$ cat config.mk
export PLATFORM = sky130hd
export DESIGN_NAME = optimal_replacement_cache_core
export DESIGN_NICKNAME = d
export VERILOG_FILES = /design/src/design/ocr_pkg.sv /design/src/design/optimal_replacement_cache_core.sv /design/src/design/ocr_cell.sv
export SDC_FILE = /design/constraint.sdc
export NUM_CORES = 2
export LEC_CHECK = 0
export BUFFER_PORTS_ARGS = -buffer_cell sky130_fd_sc_hd__buf_2
export CAP_MARGIN = 40
export CORE_MARGIN = 2
export CORE_UTILIZATION = 40
export CTS_BUF_LIST = sky130_fd_sc_hd__clkbuf_8 sky130_fd_sc_hd__clkbuf_16
export CTS_CLUSTER_DIAMETER = 150
export DETAILED_ROUTE_END_ITERATION = 16
export PLACE_DENSITY = 0.6
export SETUP_SLACK_MARGIN = 0.2
export SYNTH_ARGS = -nofsm -noshare
export SYNTH_HDL_FRONTEND = slang
export SYNTH_SLANG_ARGS = --single-unit
$ cat constraint.sdc
create_clock -name clk -period 20.3 [get_ports clk]
set_input_delay 4.06 -clock clk [delete_from_list [all_inputs] [get_ports clk]]
set_output_delay 4.06 -clock clk [all_outputs]
set_load 0.005 [all_outputs]
$ cat src/design/ocr_pkg.sv
// ocr_pkg: shared types and codes for the optimal replacement cache
// no dependencies; used by ocr_cell and optimal_replacement_cache_core

package ocr_pkg;

	// result codes carried on the outcome port
	typedef enum logic [1:0] {
		OUT_HIT    = 2'd0,
		OUT_FILL   = 2'd1,
		OUT_EVICT  = 2'd2,
		OUT_BYPASS = 2'd3
	} outcome_t;

	// controller states
	typedef enum logic [1:0] {
		ST_IDLE,
		ST_SCAN,
		ST_DONE
	} state_t;

	// running flags of the scan record handed from cell to cell
	typedef struct packed {
		logic active;     // record is live in this stage
		logic hit;        // a matching valid entry was seen
		logic free;       // an empty live entry was seen
		logic vic_have;   // a victim candidate is held
		logic vic_nr;     // held victim is a never-reused entry
	} scan_flags_t;

	// entry write broadcast from the controller
	typedef struct packed {
		logic en;
		logic never_reused;
	} wr_ctrl_t;

	localparam int DATA_BITS = 32;
	localparam int CFG_BITS  = 5;

endpackage

$ cat src/design/optimal_replacement_cache_core.sv
// optimal_replacement_cache_core: top level of the farthest-next-use cache controller
// depends on ocr_pkg and ocr_cell
//
// Usage:
//   An access beat (access_key, next_use, no_reuse) is taken when access_valid is
//   high and access_stall is low. Every access gives exactly one result beat
//   (hit, outcome, evicted_key), taken when result_valid is high and result_stall
//   is low. The entries sit in a row of CAPACITY cells; a scan record walks the
//   row one cell per cycle, collecting the hit slot, the first free slot and the
//   eviction candidate, then the controller writes back to the chosen cell.
//   An access passes the start register, every cell's stage register, the final
//   record register and the output register; one access is in flight at a time,
//   so a new access is taken only once the controller has returned to idle.
//   The result sits in an output register: a new access is taken while it waits.
//   If the receiver still stalls when the next result is ready, the controller
//   holds that result and accepts nothing until the output register frees.
//   cfg_write_en/cfg_write_data set the active entry count (0 acts as 1, values
//   above CAPACITY act as CAPACITY); write only while idle.
//   Reset empties every entry and sets the active count to CAPACITY.

module optimal_replacement_cache_core #(
	parameter int CAPACITY = 16,
	parameter int KEY_BITS = 32
) (
	input  logic                              clk,
	input  logic                              arst_n,
	// configuration
	input  logic                              cfg_write_en,
	input  logic [ocr_pkg::CFG_BITS-1:0]      cfg_write_data,
	// access channel
	input  logic                              access_valid,
	output logic                              access_stall,
	input  logic [ocr_pkg::DATA_BITS-1:0]     access_key,
	input  logic [ocr_pkg::DATA_BITS-1:0]     next_use,
	input  logic                              no_reuse,
	// result channel
	output logic                              result_valid,
	input  logic                              result_stall,
	output logic                              hit,
	output logic [1:0]                        outcome,
	output logic [ocr_pkg::DATA_BITS-1:0]     evicted_key
);

	localparam int SW = (CAPACITY > 1) ? $clog2(CAPACITY) : 1;
	localparam int CW = $clog2(CAPACITY + 1);
	localparam int KW = (KEY_BITS < ocr_pkg::DATA_BITS) ? KEY_BITS : ocr_pkg::DATA_BITS;

	ocr_pkg::state_t state_q, state_d;

	logic [CW-1:0]                 live_q;
	logic [CAPACITY-1:0]           live_vec;
	logic                          start_q;
	logic [KW-1:0]                 acc_key_q;
	logic [ocr_pkg::DATA_BITS-1:0] acc_nu_q;
	logic                          acc_nr_q;

	// scan chain, index g feeds cell g
	ocr_pkg::scan_flags_t          ch_flags     [CAPACITY+1];
	logic [SW-1:0]                 ch_hit_slot  [CAPACITY+1];
	logic [SW-1:0]                 ch_free_slot [CAPACITY+1];
	logic [SW-1:0]                 ch_vic_slot  [CAPACITY+1];
	logic [ocr_pkg::DATA_BITS-1:0] ch_far       [CAPACITY+1];
	logic [KW-1:0]                 ch_vic_key   [CAPACITY+1];

	// final record captured off the end of the row
	ocr_pkg::scan_flags_t          fin_flags_q;
	logic [SW-1:0]                 fin_hit_slot_q;
	logic [SW-1:0]                 fin_free_slot_q;
	logic [SW-1:0]                 fin_vic_slot_q;
	logic [ocr_pkg::DATA_BITS-1:0] fin_far_q;
	logic [KW-1:0]                 fin_vic_key_q;

	ocr_pkg::wr_ctrl_t             wr;
	logic [SW-1:0]                 wr_slot;
	logic                          accept;
	logic                          out_free;
	logic                          out_load;
	ocr_pkg::outcome_t             res_outcome;
	logic [ocr_pkg::DATA_BITS-1:0] res_evicted;

	logic                          result_valid_q;
	logic                          hit_q;
	ocr_pkg::outcome_t             outcome_q;
	logic [ocr_pkg::DATA_BITS-1:0] evicted_q;

	assign accept   = access_valid && !access_stall;
	assign out_free = !result_valid_q || !result_stall;

	// active entry count, clamped on write
	always_ff @(posedge clk or negedge arst_n) begin
		if (!arst_n) begin
			live_q <= CW'(CAPACITY);
		end else if (cfg_write_en) begin
			if (cfg_write_data == '0) begin
				live_q <= CW'(1);
			end else if (32'(cfg_write_data) > 32'(CAPACITY)) begin
				live_q <= CW'(CAPACITY);
			end else begin
				live_q <= CW'(cfg_write_data);
			end
		end
	end

	// access holding registers
	always_ff @(posedge clk) begin
		if (accept) begin
			acc_key_q <= access_key[KW-1:0];
			acc_nu_q  <= no_reuse ? '0 : next_use;
			acc_nr_q  <= no_reuse;
		end
	end

	always_ff @(posedge clk or negedge arst_n) begin
		if (!arst_n) begin
			start_q <= 1'b0;
		end else begin
			start_q <= accept;
		end
	end

	// head of the chain: an empty record, live for one cycle
	always_comb begin
		ch_flags[0]        = '0;
		ch_flags[0].active = start_q;
		ch_hit_slot[0]     = '0;
		ch_free_slot[0]    = '0;
		ch_vic_slot[0]     = '0;
		ch_far[0]          = '0;
		ch_vic_key[0]      = '0;
	end

	// row of entry cells
	for (genvar g = 0; g < CAPACITY; g++) begin : g_cell
		assign live_vec[g] = 32'(live_q) > 32'(g);

		ocr_cell #(
			.IDX (g),
			.SW  (SW),
			.KW  (KW)
		) u_cell (
			.clk           (clk),
			.arst_n        (arst_n),
			.acc_key       (acc_key_q),
			.live          (live_vec[g]),
			.in_flags      (ch_flags[g]),
			.in_hit_slot   (ch_hit_slot[g]),
			.in_free_slot  (ch_free_slot[g]),
			.in_vic_slot   (ch_vic_slot[g]),
			.in_far        (ch_far[g]),
			.in_vic_key    (ch_vic_key[g]),
			.out_flags     (ch_flags[g+1]),
			.out_hit_slot  (ch_hit_slot[g+1]),
			.out_free_slot (ch_free_slot[g+1]),
			.out_vic_slot  (ch_vic_slot[g+1]),
			.out_far       (ch_far[g+1]),
			.out_vic_key   (ch_vic_key[g+1]),
			.wr            (wr),
			.wr_slot       (wr_slot),
			.wr_next_use   (acc_nu_q)
		);
	end

	// capture the record leaving the last cell
	always_ff @(posedge clk) begin
		if (ch_flags[CAPACITY].active) begin
			fin_flags_q     <= ch_flags[CAPACITY];
			fin_hit_slot_q  <= ch_hit_slot[CAPACITY];
			fin_free_slot_q <= ch_free_slot[CAPACITY];
			fin_vic_slot_q  <= ch_vic_slot[CAPACITY];
			fin_far_q       <= ch_far[CAPACITY];
			fin_vic_key_q   <= ch_vic_key[CAPACITY];
		end
	end

	// state register
	always_ff @(posedge clk or negedge arst_n) begin
		if (!arst_n) begin
			state_q <= ocr_pkg::ST_IDLE;
		end else begin
			state_q <= state_d;
		end
	end

	// next state, decision and write-back
	always_comb begin
		state_d         = state_q;
		access_stall    = 1'b1;
		out_load        = 1'b0;
		wr.en           = 1'b0;
		wr.never_reused = acc_nr_q;
		wr_slot         = fin_vic_slot_q;
		res_outcome     = ocr_pkg::OUT_BYPASS;
		res_evicted     = '0;

		// outcome from the finished record
		if (fin_flags_q.hit) begin
			res_outcome = ocr_pkg::OUT_HIT;
			wr_slot     = fin_hit_slot_q;
		end else if (fin_flags_q.free) begin
			res_outcome = ocr_pkg::OUT_FILL;
			wr_slot     = fin_free_slot_q;
		end else if (acc_nr_q || (!fin_flags_q.vic_nr && fin_far_q < acc_nu_q)) begin
			res_outcome = ocr_pkg::OUT_BYPASS;
		end else begin
			res_outcome = ocr_pkg::OUT_EVICT;
			res_evicted = ocr_pkg::DATA_BITS'(fin_vic_key_q);
		end

		case (state_q)
			ocr_pkg::ST_IDLE: begin
				access_stall = 1'b0;
				if (access_valid) begin
					state_d = ocr_pkg::ST_SCAN;
				end
			end
			ocr_pkg::ST_SCAN: begin
				if (ch_flags[CAPACITY].active) begin
					state_d = ocr_pkg::ST_DONE;
				end
			end
			ocr_pkg::ST_DONE: begin
				if (out_free) begin
					out_load = 1'b1;
					wr.en    = (res_outcome != ocr_pkg::OUT_BYPASS);
					state_d  = ocr_pkg::ST_IDLE;
				end
			end
			default: begin
				state_d = ocr_pkg::ST_IDLE;
			end
		endcase
	end

	// output register
	always_ff @(posedge clk or negedge arst_n) begin
		if (!arst_n) begin
			result_valid_q <= 1'b0;
		end else if (out_load) begin
			result_valid_q <= 1'b1;
		end else if (!result_stall) begin
			result_valid_q <= 1'b0;
		end
	end

	always_ff @(posedge clk) begin
		if (out_load) begin
			hit_q     <= (res_outcome == ocr_pkg::OUT_HIT);
			outcome_q <= res_outcome;
			evicted_q <= res_evicted;
		end
	end

	assign result_valid = result_valid_q;
	assign hit          = hit_q;
	assign outcome      = outcome_q;
	assign evicted_key  = evicted_q;

endmodule

$ cat src/design/ocr_cell.sv
// ocr_cell: one cache entry plus one stage of the scan chain
// depends on ocr_pkg (scan_flags_t, wr_ctrl_t, DATA_BITS)

module ocr_cell #(
	parameter int IDX = 0,
	parameter int SW  = 4,
	parameter int KW  = 32
) (
	input  logic                      clk,
	input  logic                      arst_n,
	// access under test, held by the controller
	input  logic [KW-1:0]             acc_key,
	input  logic                      live,
	// scan record from the left neighbor
	input  ocr_pkg::scan_flags_t      in_flags,
	input  logic [SW-1:0]             in_hit_slot,
	input  logic [SW-1:0]             in_free_slot,
	input  logic [SW-1:0]             in_vic_slot,
	input  logic [ocr_pkg::DATA_BITS-1:0] in_far,
	input  logic [KW-1:0]             in_vic_key,
	// scan record to the right neighbor
	output ocr_pkg::scan_flags_t      out_flags,
	output logic [SW-1:0]             out_hit_slot,
	output logic [SW-1:0]             out_free_slot,
	output logic [SW-1:0]             out_vic_slot,
	output logic [ocr_pkg::DATA_BITS-1:0] out_far,
	output logic [KW-1:0]             out_vic_key,
	// entry write
	input  ocr_pkg::wr_ctrl_t         wr,
	input  logic [SW-1:0]             wr_slot,
	input  logic [ocr_pkg::DATA_BITS-1:0] wr_next_use
);

	localparam logic [SW-1:0] MY_SLOT = SW'(IDX);

	logic                          valid_q;
	logic [KW-1:0]                 key_q;
	logic [ocr_pkg::DATA_BITS-1:0] next_use_q;
	logic                          never_reused_q;

	ocr_pkg::scan_flags_t          flags_d, flags_q;
	logic [SW-1:0]                 hit_slot_d, hit_slot_q;
	logic [SW-1:0]                 free_slot_d, free_slot_q;
	logic [SW-1:0]                 vic_slot_d, vic_slot_q;
	logic [ocr_pkg::DATA_BITS-1:0] far_d, far_q;
	logic [KW-1:0]                 vic_key_d, vic_key_q;

	// entry storage
	always_ff @(posedge clk or negedge arst_n) begin
		if (!arst_n) begin
			valid_q <= 1'b0;
		end else if (wr.en && wr_slot == MY_SLOT) begin
			valid_q <= 1'b1;
		end
	end

	always_ff @(posedge clk) begin
		if (wr.en && wr_slot == MY_SLOT) begin
			key_q          <= acc_key;
			next_use_q     <= wr_next_use;
			never_reused_q <= wr.never_reused;
		end
	end

	// fold this entry into the passing record
	always_comb begin
		flags_d     = in_flags;
		hit_slot_d  = in_hit_slot;
		free_slot_d = in_free_slot;
		vic_slot_d  = in_vic_slot;
		far_d       = in_far;
		vic_key_d   = in_vic_key;
		if (in_flags.active && live) begin
			// lowest matching slot takes the hit
			if (!in_flags.hit && valid_q && key_q == acc_key) begin
				flags_d.hit = 1'b1;
				hit_slot_d  = MY_SLOT;
			end
			// lowest empty slot takes a fill
			if (!in_flags.free && !valid_q) begin
				flags_d.free = 1'b1;
				free_slot_d  = MY_SLOT;
			end
			// victim: first never-reused entry, else farthest next use
			if (!in_flags.vic_nr) begin
				if (never_reused_q) begin
					flags_d.vic_nr   = 1'b1;
					flags_d.vic_have = 1'b1;
					vic_slot_d       = MY_SLOT;
					vic_key_d        = key_q;
				end else if (!in_flags.vic_have || next_use_q > in_far) begin
					flags_d.vic_have = 1'b1;
					far_d            = next_use_q;
					vic_slot_d       = MY_SLOT;
					vic_key_d        = key_q;
				end
			end
		end
	end

	// stage register toward the next cell
	always_ff @(posedge clk or negedge arst_n) begin
		if (!arst_n) begin
			flags_q <= '0;
		end else begin
			flags_q <= flags_d;
		end
	end

	always_ff @(posedge clk) begin
		hit_slot_q  <= hit_slot_d;
		free_slot_q <= free_slot_d;
		vic_slot_q  <= vic_slot_d;
		far_q       <= far_d;
		vic_key_q   <= vic_key_d;
	end

	assign out_flags     = flags_q;
	assign out_hit_slot  = hit_slot_q;
	assign out_free_slot = free_slot_q;
	assign out_vic_slot  = vic_slot_q;
	assign out_far       = far_q;
	assign out_vic_key   = vic_key_q;

endmodule

# --- Word-level counts from Yosys, hierarchy flattened ---
# Index checks and enable logic that the tools add are counted.
totals:
  regBits: 2527
  latchBits: 0
  n_memories: 0
  mem_bits_ro: 0
  elab_cells: 844
  mem_bits_rw: 0
  out_inout_bits: 37
op_classes:
  div_mod_pow: 0
  n_mul: 0
  add_sub_neg: 0
  muxes: 363
  n_reduce_logical: 169
  order_cmp: 33
  bitwise_logic: 2
  shift: 0
  eq_ne: 38
ops:
  columns: ["op", "count"]
  rows:
  - ["two-way mux 32 bit", 120]
  - ["two-way mux 4 bit", 130]
  - ["equality test 32 bit", 16]
  - ["> comparator 32 bit", 15]
  - ["two-way mux 1 bit", 90]
  - ["logical AND 1 bit", 80]
  - ["logical NOT 1 bit", 63]
  - ["> comparator 5 x 4 -> 1 bit (second input constant)", 8]
  - ["two-way mux 2 bit", 20]
  - ["equality test 4 bit (second input constant)", 8]
  - ["less-than comparator 32 bit", 1]
  - ["> comparator 5 x 3 -> 1 bit (second input constant)", 4]
  - ["logical OR 1 bit", 17]
  - ["equality test 4 x 3 -> 1 bit (second input constant)", 4]
  - ["> comparator 5 x 1 -> 1 bit (second input constant)", 2]
  - ["> comparator 5 x 2 -> 1 bit (second input constant)", 2]
  - ["two-way mux 5 bit", 2]
  - ["equality test 4 x 2 -> 1 bit (second input constant)", 2]
  - ["inequality test 2 bit (second input constant)", 3]
  - ["case mux 2 bit (3 select lines)", 1]
  - ["OR reduction 3 bit", 2]
  - ["> comparator 5 bit (second input constant)", 1]
  - ["logical NOT 5 bit", 1]
  - ["equality test 4 x 1 -> 1 bit (second input constant)", 1]
  - ["other kinds (8)", 12]

# --- Depth between registers and ports, before layout ---
depth:
  ltp_word: 10
  ltp_mapped: 11
  ltp_nobuf: 9

# --- Modules after synthesis ---
# A second synthesis with hierarchy kept.
hier_totals:
  hier_cells: 6947
  area_unflattened_um2: 100622.8
modules_own_cells:
  columns: ["module", "instances", "cells_each", "area_each_um2"]
  rows:
  - ["ocr_cell at g_cell[11].u_cell ...", 3, 402, 5820.6]
  - ["ocr_cell at g_cell[10].u_cell ...", 3, 402, 5819.3]
  - ["ocr_cell at g_cell[13].u_cell ...", 2, 402, 5816.8]
  - ["ocr_cell at g_cell[5].u_cell ...", 2, 404, 5771.8]
  - ["optimal_replacement_cache_core", 1, 489, 7653.6]
  - ["ocr_cell at g_cell[0].u_cell", 1, 409, 5880.6]
  - ["ocr_cell at g_cell[9].u_cell", 1, 406, 5844.4]
  - ["ocr_cell at g_cell[15].u_cell", 1, 403, 5819.3]
  - ["ocr_cell at g_cell[8].u_cell", 1, 408, 5780.5]
  - ["ocr_cell at g_cell[7].u_cell", 1, 404, 5778.0]
  - ["ocr_cell at g_cell[4].u_cell", 1, 404, 5769.3]

# --- Least setup slack after synthesis ---
# No wires, ideal clock.
synth_path:
  path_kind: "input port to flip-flop"
  start: "input port result_stall"
  end: "register g_cell[0].u_cell.key_q[0], enable pin"
  arrival_time_ns: 10.829
  setup_slack_ns: 8.823
  path_buffers: 2
  cell_stages: 5
  setup_ns: 0.648
  cell_sequence: "nand2_1 -> nand2b_1 -> clkbuf_1 -> clkbuf_1 -> nor4_1"
synth_between:
  elab_chain_cells: 5
synth_lines:
  columns: ["item", "line", "text"]
  rows:
  - ["from (decl)", "optimal_replacement_cache_core.sv:38", "input logic result_stall,"]
  - ["logical NOT 1 bit", null, null]
  - ["logical OR 1 bit", "optimal_replacement_cache_core.sv:87", "assign out_free = !result_valid_q || !result_stall;"]
  - ["two-way mux 1 bit", "optimal_replacement_cache_core.sv:222", "if (out_free) begin"]
  - ["two-way mux 1 bit", "optimal_replacement_cache_core.sv:209", "case (state_q)"]
  - ["logical AND 1 bit", "ocr_cell.sv:58", "if (wr.en && wr_slot == MY_SLOT) begin"]
  - ["to (signal assigned)", "ocr_cell.sv:59", "key_q <= acc_key;"]
  - ["to (decl)", "ocr_cell.sv:37", "logic [KW-1:0] key_q;"]
# Every way passes these cells.
# A chain may end at the register's enable or synchronous reset.

# --- Final worst setup path ---
layout_path:
  start: "register state_q[1]"
  end: "output port access_stall"
layout_between:
  elab_chain_cells: 2
layout_lines:
  columns: ["item", "line", "text"]
  rows:
  - ["from (decl)", "optimal_replacement_cache_core.sv:48", "ocr_pkg::state_t state_q, state_d;"]
  - ["from (signal assigned)", "optimal_replacement_cache_core.sv:178", "state_q <= ocr_pkg::ST_IDLE;"]
  - ["from (signal assigned)", "optimal_replacement_cache_core.sv:180", "state_q <= state_d;"]
  - ["logical NOT 2 bit", "optimal_replacement_cache_core.sv:209", null]
  - ["two-way mux 1 bit", "optimal_replacement_cache_core.sv:209", null]
  - ["to (decl)", "optimal_replacement_cache_core.sv:32", "output logic access_stall,"]
# Every way passes these cells.

==> metrics.txt <==
Die W around 510 µm; HPWL Detailed approximately 200,000 µm; Clock Latency Late Sink between 900 and 1000 ps; Layout Nets between 9k and 10k; TritonCTS clock tree yes; async set or reset register ratio after synthesis 0.0417; RSZ-0062 raised after global routing false; Final min period 5870 ps; GRT Residual Overflow 0; WP data required around 16,000 ps; Peak Freq roughly 170 MHz; Max Cap Violations 0; root buffer cell clkbuf_16; core area around 260,000 µm²; Post-CTS Resized 0; Die H roughly 500 µm; worst setup path category flop to output port; drt wl/cell ~24 µm; most frequent cell after synthesis edfxtp_1; starting density of the core 0.402; pre-CTS WS around 14,000 ps; NetSw between 3 and 4 mW; Synth top cells by count edfxtp_1, dfxtp_1, inv_1; Slew @ Worst Pin 1000 ps; Sw Share 0.254; routability cong. ~0.9; Fillers 22.8k; drt pass-1 iters 5; final period utilization 0.289; vias in the first global route between 60k and 70k; Warnings, synthesis 0; top area cells in the synthesized netlist edfxtp_1, dfxtp_1, ha_1; Yosys top cell area share 0.352; fin. max-slew vios 0; Seq pwr share 0.480; area grow syn2layout 14.0%; cts bufs inserted 280; hold-fix buffers at CTS 0; power density over cell area 106 nW/µm²; Pleak 44.5 nW; final hold violation count 0; post-synth cell types 84; Post-Route WL ~280,000 µm; outcome finished, final reports clean; Critical Path End Type output port; DP Area between 100,000 and 150,000 µm²; Mapped Cells a little over 8k; Pint approximately 9.4 mW; area of the multi-input gates 37,900 µm²; initial antenna violation count 7; share of cells above drive strength 1 0.172; GRT Overall Usage 0.211; VDD IR max between 0.1 and 0.15 mV; I/O Buffers 111; Post-Syn Area between 100,000 and 150,000 µm²; clock sink count around 2.5k; Via density around 5.4; slew margin rel. 0.324; Syn Area/Cell between 10 and 15 µm²; post-CTS setup buffers 0; Hold Path Class flop to flop; # DRC 0; EDFF count, synth approximately 1.2k; Final Setup Violations 0; # H-tree levels 5; Die ar. around 260,000 µm²; DR vias roughly 66k; combinational fraction of design power 0.122; Final Cell Area about 120,000 µm²; largest net degree at the start of global routing slightly below 100; final setup TNS 0 ps; Post-Syn Nets a little under 9k; Critical Path Start Type flop; PnR worst setup slack around 14,000 ps; CTS Buffer Depth 4; Main synth FF type edfxtp_1; Register Area about 63,000 µm²; boundary pin count approximately 110; area leader, netlist edfxtp_1; Clock power frac 0.399; sequential element share of the synthesized area 0.602; first-pass GRT wire length 423,000 µm; Starting DRT DRC Count between 5k and 6k; Worst Skew about 79 ps; Routed Antenna Nets 0; Worst-path clk slew 60 ps; Final Power 12.6 mW; Synth Register Bits around 2.5k; Rows 187; Worst Path Max Fanout 4; WP data arrival 1810 ps
==> logic make-up after synthesis <==
family,Yosys count,share of synthesized area
compound gates,1129,0.0718
mux,711,0.0797
simple gates,1926,0.105
buf+inv,980,0.0372
flops,2494,0.602
xor+xnor,510,0.0429
fa+ha+maj,511,0.0614
==> cells in the final DEF (no fill, tap or decap), types with 67 or more instances in the layout <==
cell type | netlist | final
edfxtp_1 | 1219 | 1219
dfxtp_1 | 1171 | 1171
inv_1 | 562 | 624
mux2_2 | 525 | 525
ha_1 | 511 | 511
nand4_1 | 338 | 338
nand2_1 | 326 | 325
a21oi_1 | 312 | 310
xnor2_1 | 309 | 309
clkbuf_16 | 0 | 293
nand3_1 | 288 | 286
o211ai_1 | 240 | 240
xor2_1 | 201 | 201
buf_4 | 9 | 175
o21ai_0 | 175 | 174
nor3b_1 | 164 | 163
and2_1 | 150 | 150
nand2b_1 | 112 | 112
buf_2 | 59 | 111
mux2_1 | 103 | 103
and3_1 | 103 | 100
dfrtp_1 | 103 | 98
a211oi_1 | 93 | 93
nor4_1 | 109 | 93
mux2_4 | 78 | 78
or2_2 | 72 | 72
nor2b_1 | 73 | 71
nor2_1 | 76 | 67
==> per-stage QoR <==
| stage | util | cells | hold slack [ps] |
|---|---|---|---|
| final | 0.458 | 12060 | 353 |
| after global routing | 0.458 | 12055 | 356 |
| after CTS | 0.458 | 12053 | 349 |
| after detailed placement | 0.422 | 11564 | 355 |
| after global placement | 0.420 | 11532 | 354 |
| after floorplan | - | 8261 | 348 |
==> sequential cells by signal, summed over array words and instances (netlist names), 3 cells and up <==
name / flops
g_cell.u_cell.never_reused_q: 16
fin_flags_q: 3
acc_key_q: 32
live_q: 5
g_cell.u_cell.out_vic_key: 512
evicted_key: 32
g_cell.u_cell.out_hit_slot: 49
acc_nu_q: 32
fin_far_q: 32
g_cell.u_cell.out_far: 512
g_cell.u_cell.valid_q: 16
g_cell.u_cell.key_q: 512
fin_vic_slot_q: 4
g_cell.u_cell.out_vic_slot: 49
fin_vic_key_q: 32
g_cell.u_cell.out_flags: 79
g_cell.u_cell.next_use_q: 512
g_cell.u_cell.out_free_slot: 49
fin_free_slot_q: 4
fin_hit_slot_q: 4
==> power groups by stage <==
stage | Clock [mW] | Combinational (mW) | Sequential (mW)
floorplan | 0 | 1.08 | 5.97
global placement | 0 | 1.45 | 6.13
detailed placement | 0 | 1.51 | 6.13
CTS | 5.10 | 1.53 | 6.03
global route | 5.29 | 1.69 | 6.06
finish | 5.00 | 1.53 | 6.02
==> metal layers <==
| layer | track usage | vias to the layer above | part of all wire |
|---|---|---|---|
| met5 | 0 | - | 0 |
| met1 | 0.278 | 32717 | 0.43 |
| met4 | 0.0859 | 0 | 0.041 |
| met2 | 0.351 | 1998 | 0.48 |
| met3 | 0.0283 | 474 | 0.053 |
| li1 | - | 30465 | - |
==> path summary, 6_finish.rpt <==
kind | startpoint | to | slack [ps] | cells past startpoint
max | state_q[1] | access_stall | 14430 | 2
min | g_cell[11].u_cell.out_flags[4] | g_cell[12].u_cell.out_flags[4] | 350 | 0
max reg2reg | acc_nu_q[28] | g_cell[3].u_cell.next_use_q[17] | 15820 | 12
min reg2reg | g_cell[11].u_cell.out_flags[4] | g_cell[12].u_cell.out_flags[4] | 350 | 0
max in group asynchronous | arst_n | g_cell[3].u_cell.out_flags[1] | 15860 | 2
min in group asynchronous | arst_n | g_cell[15].u_cell.out_flags[0] | 3090 | 1
==> worst max-delay path, cell delays in order (launching register included) <==
cell	delay [ps]
dfrtp_1	410
or2_2	340
buf_2	140
==> cell type report <==
cell class,count,area share
Multi-Input combinational cell,4787,0.320
Antenna cell,7,0.000148
Inverter,563,0.0178
Tap cell,3402,0.0359
Timing Repair Buffer,318,0.0215
Clock inverter,159,0.0106
Sequential cell,2494,0.528
Clock buffer,330,0.0661
No activity file was read; power rests on OpenSTA's default activity.
